<file path="config.mk">
export PLATFORM = sky130hd
export DESIGN_NAME = cvw_ram
export DESIGN_NICKNAME = d
export VERILOG_FILES = /design/src/rtl/cvw_ram.sv
export SDC_FILE = /design/constraint.sdc
export NUM_CORES = 2
export LEC_CHECK = 0
export BUFFER_PORTS_ARGS = -buffer_cell sky130_fd_sc_hd__clkbuf_2
export CORE_ASPECT_RATIO = 1.75
export CORE_MARGIN = 2
export CORE_UTILIZATION = 54
export DETAILED_ROUTE_END_ITERATION = 10
export GPL_ROUTABILITY_DRIVEN = 0
export GPL_TIMING_DRIVEN = 1
export PLACE_DENSITY = 0.69
export SLEW_MARGIN = 20
export SYNTH_ARGS = -nofsm -noshare
export SYNTH_HDL_FRONTEND = slang
export SYNTH_SLANG_ARGS = --single-unit
</file>
<file path="constraint.sdc">
create_clock -name clk_i -period 5.4 [get_ports clk_i]
set_input_delay 1.08 -clock clk_i [delete_from_list [all_inputs] [get_ports clk_i]]
set_output_delay 1.08 -clock clk_i [all_outputs]
set_load 0.1 [all_outputs]
</file>
<file path="src/rtl/cvw_ram.sv">
// Generic simple dual-port RAM: one write port, one read port, registered read.
// No dependencies.
module cvw_ram #(
  parameter int unsigned WIDTH = 16,
  parameter int unsigned DEPTH = 256
) (
  input  logic                                   clk_i,
  input  logic                                   we_i,
  input  logic [((DEPTH > 1) ? $clog2(DEPTH) : 1)-1:0] waddr_i,
  input  logic [WIDTH-1:0]                       wdata_i,
  input  logic                                   re_i,
  input  logic [((DEPTH > 1) ? $clog2(DEPTH) : 1)-1:0] raddr_i,
  output logic [WIDTH-1:0]                       rdata_o
);

  logic [WIDTH-1:0] mem_q [DEPTH];
  logic [WIDTH-1:0] rdata_q;

  always_ff @(posedge clk_i) begin
    if (we_i) begin
      mem_q[waddr_i] <= wdata_i;
    end
    // Read data holds while no read is issued.
    if (re_i) begin
      rdata_q <= mem_q[raddr_i];
    end
  end

  assign rdata_o = rdata_q;

endmodule

</file>
After elaboration in Yosys (flattened, before gate mapping)
Memory sizes are Yosys's and may differ from the RTL's. A register that Yosys moved wholly into a read port is not among the register bits. Cells that the tools add are included.

$add $sub $neg: 0. $mul: 0. Divide/modulo/power cells: 0. Magnitude comparators: 0. Equality and inequality tests: 0. Shifts and indexed selects: 0. Mux-type cells: 2. Bitwise gates (word level): 0. Reduce and logical (&&, ||, !) cells: 0.

Operator list (number): $mux 1 (2).

Register bits after elaboration: 0. Bits in latches: 0. Memory bits (writable): 4096. ROM bits: 0. Input port bits: 35. Output and inout port bits: 16. Word-level logic and storage cells: 3. Memories: 1.

Memories: mem_q (words 256, width 16, read ports 1, clocked after memory_dff 1, wr ports 1, RTL line 16) `logic [WIDTH-1:0] mem_q [DEPTH];`.

Longest topological paths before layout
Word-level depth: 2. Gate-level depth with buffers: 12. Gate-level depth less buffers: 6.

Worst setup path after synthesis
Ideal clock, no wire load.

Kind: input -> register. Start point: input raddr_i[0] in the netlist's numbering. End point: register rdata_q[4], in the netlist rdata_o[4], read port of mem_q (data pin). Arrival time: 3064 ps. Setup slack: 2071 ps. Cell stages on the path: 8. Path through: buf_6 > buf_6 > buf_2 > mux4_2 > mux4_2 > a22o_1 > o32ai_2 > nor4_2.

RTL lines: start: declaration (RTL line 12) `input logic [((DEPTH > 1) ? $clog2(DEPTH) : 1)-1:0] raddr_i,`; end: declaration (RTL line 17) `logic [WIDTH-1:0] rdata_q;`.

==> run_results.csv <==
group,metric,value,unit
sta,max_freq,0.2310,GHz
floorplan,dieArea,298700,um^2
synth,synthCells,7360,
synth,synth.top_cell.area_share,0.7772,
synth,yosysMostFrequentCell,"edfxtp_1",
route,vias,79210,
global_route,grt_use_total,0.2789,
clock_tree,cts-buffers-inserted,349,
floorplan,core,292900,um^2
route,drc_errors,0,
power,peakVddDrop,0.3173,mV
synth,synth_fa_ha_area_frac,0,
synth,synth_xor_area_frac,0,
worst_setup_path,worstPathArrival,5.02,ns
sta,maxSlewViolCount,0,
sta,slew_headroom,0.1805,
floorplan,initial_core_util,0.5425,
min_path,hold_path_class,"in2reg",
synth,synth_cell_types,51,
clock_tree,ctsHoldBuffers,0,
synth,synth_top_family_by_area,"multiplexers",
sta,min_period,4.330,ns
worst_setup_path,start_kind,"input pin",
synth,ys_top_cells_by_count,"edfxtp_1 (4112), mux4_2 (797), mux2i_1 (565)",
placed_design,pre_cts_ws,0.2357,ns
sta,tightest_slew,1.226,ns
synth,yosys.area_share.simple,0.01573,
cells_and_area,syn_to_final_growth,11.73,%
floorplan,fp.dieH,721.5,um
clock_tree,cts_post_setup_buffers_inserted,0,
floorplan,ios,51,
clock_tree,clock_latency,0.95,ns
synth,synthArstFlopShare,0,
sta,timing.final.crit_share,0.8018,
synth,synthTopCellsByArea,"edfxtp_1 (78%), mux4_2 (11%), mux2i_1 (3.6%)",
route,routed_wl,417500,um
global_route,grt_pass1_wl,592500,um
synth,syn_avg_cell_area,21.59,um^2
clock_tree,clkTransAtPathRegs,0.06,ns
cells_and_area,drive_gt1_frac,0.2490,
route,via_per_inst,6.606,
clock_tree,cts-root-buf,"clkbuf_16",
worst_setup_path,worstPathRequired,6.09,ns
clock_tree,clockBufferDepth,4,
cells_and_area,fill_cells,19990,
worst_setup_path,endpoint_kind,"flop",
power,p_per_area,357.0,nW/um^2
sta,rsz0062_at_grt,"false",
global_route,grt-ovfl-total,0,
synth,synthFlopType,"edfxtp_1",
synth,synth_area_leader_cell,"edfxtp_1",
min_path,hold_start,"wdata_i[2]",
route,antenna_left,0,
power,leakage,56.36,nW
floorplan,die_x,414.0,um
run,max-cap-violations,0,
clock_tree,htreeDepth,5,
global_route,grt_max_degree,188,
synth,yosys_register_bits,4112,
synth,synth_edf_count,4112,
worst_setup_path,crit_start,"raddr_i[1]",
sta,fin_setup_tns,0,ns
floorplan,row_count,263,
synth,yosys_warnings,0,
synth,synth_area,158900,um^2
placed_design,io_buffer_count,50,
sta,skew,0.08961,ns
cells_and_area,layout.nets,7901,
clock_tree,clkSinkCount,4112,
sta,finalSetupViolations,0,
synth,synth_compound_area_frac,0.03534,
route,first_pass_iters,6,
worst_setup_path,r2r_start,"mem_q[11][13]",
synth,syn-num-nets,7395,
clock_tree,cts_resized,0,
sta,finalHoldViolCount,0,
clock_tree,cts_tree,"built",
status,status,"completed",
sta,setup_slack,1.070,ns
global_route,antenna_found_initial,17,
route,drt_iter0_markers,9825,
global_route,first_global_vias,79930,
worst_setup_path,path_class,"in2reg",
route,wl_per_cell,34.82,um
placed_design,post-dp-hpwl,259200,um
sta,timing.hold.ws,0.5541,ns
synth,synth.area.mux_share,0.1548,
synth,ys_seq_area_frac,0.7772,
worst_setup_path,cp_max_fo,55,
==> layer usage <==
| metal | up-vias | GRT usage | wire length, um |
|---|---|---|---|
| met3 | 926 | 0.04289 | 33120 |
| met1 | 41810 | 0.3320 | 139600 |
| met4 | 10 | 0.1765 | 31620 |
| met2 | 4256 | 0.4777 | 213100 |
| met5 | - | 0 | 64 |
| li1 | 32210 | - | - |
==> metrics by stage <==
stage	cell area (um^2)	total power, mW	instances	utilization
detailed placement	166500	39.29	11360	0.5685
floorplan	158900	37.74	7360	-
finish	177500	63.37	11990	0.6061
CTS	177500	63.66	11980	0.6060
global placement	166500	39.22	11360	0.5684
global route	177500	64.92	11980	0.6061
==> final cells by class <==
type,count,area [um^2],area share
timing repair buffer,607,5305,0.02988
clock inverter,199,1732,0.009755
antenna,11,27.53,0.0001551
sequential,4112,123500,0.6956
clock buffer,423,9266,0.05220
tap,3842,4807,0.02708
inverter,4,27.53,0.0001551
multi-input combinational,2792,32870,0.1852
==> worst max-delay path: stages <==
cell and delay (ns):
buf_8 0.38, buf_12 0.35, mux4_2 0.37, mux2_2 0.29, a22oi_1 0.75, nand2_1 0.18, o32ai_1 1.06, buf_4 0.30
nor4_1 0.07
==> power by group <==
group	leakage [nW]	internal [mW]	switching, mW
sequential	37.0	35.2	0.0415
combinational	14.0	1.14	2.24
clock	5.38	13.6	11.2
total	56.4	49.9	13.5
==> sequential cells by signal, indices dropped and copies added, names as in the netlist <==
signal   count
rdata_o     16
mem_q     4096
==> logic make-up (layout without fill, tap and decap cells) <==
group	after synthesis	count (layout)
multiplexers	1450	1450
AO/OA/AOI/OAI	786	786
AND/OR/NAND/NOR	556	556
buffers and inverters	456	1233
other	0	11
flip-flops	4112	4112
==> worst paths after layout <==
path / to / slack (ns) / depth (start not counted)
setup reg to reg: rdata_o[13] / 1.72 / 7
hold / removal: mem_q[208][2] / 0.55 / 1
hold reg to reg: rdata_o[11] / 1.16 / 6
setup / recovery: rdata_o[13] / 1.07 / 9
==> cell usage in the layout, fill, tap and decap left out, types with 32 or more instances in the layout <==
| master | n |
|---|---|
| clkbuf_1 | 62 |
| mux4_2 | 797 |
| clkinv_2 | 64 |
| a22oi_1 | 43 |
| nand2_1 | 38 |
| clkinv_1 | 76 |
| buf_12 | 55 |
| mux2_2 | 88 |
| nor3_1 | 89 |
| a22o_1 | 32 |
| clkbuf_16 | 361 |
| o21ai_0 | 34 |
| buf_4 | 503 |
| o22ai_1 | 148 |
| edfxtp_1 | 4112 |
| nor2_1 | 282 |
| a21oi_1 | 175 |
| mux2i_1 | 565 |
| o221ai_1 | 252 |
Note: power is estimated with default switching activity, not from simulation.
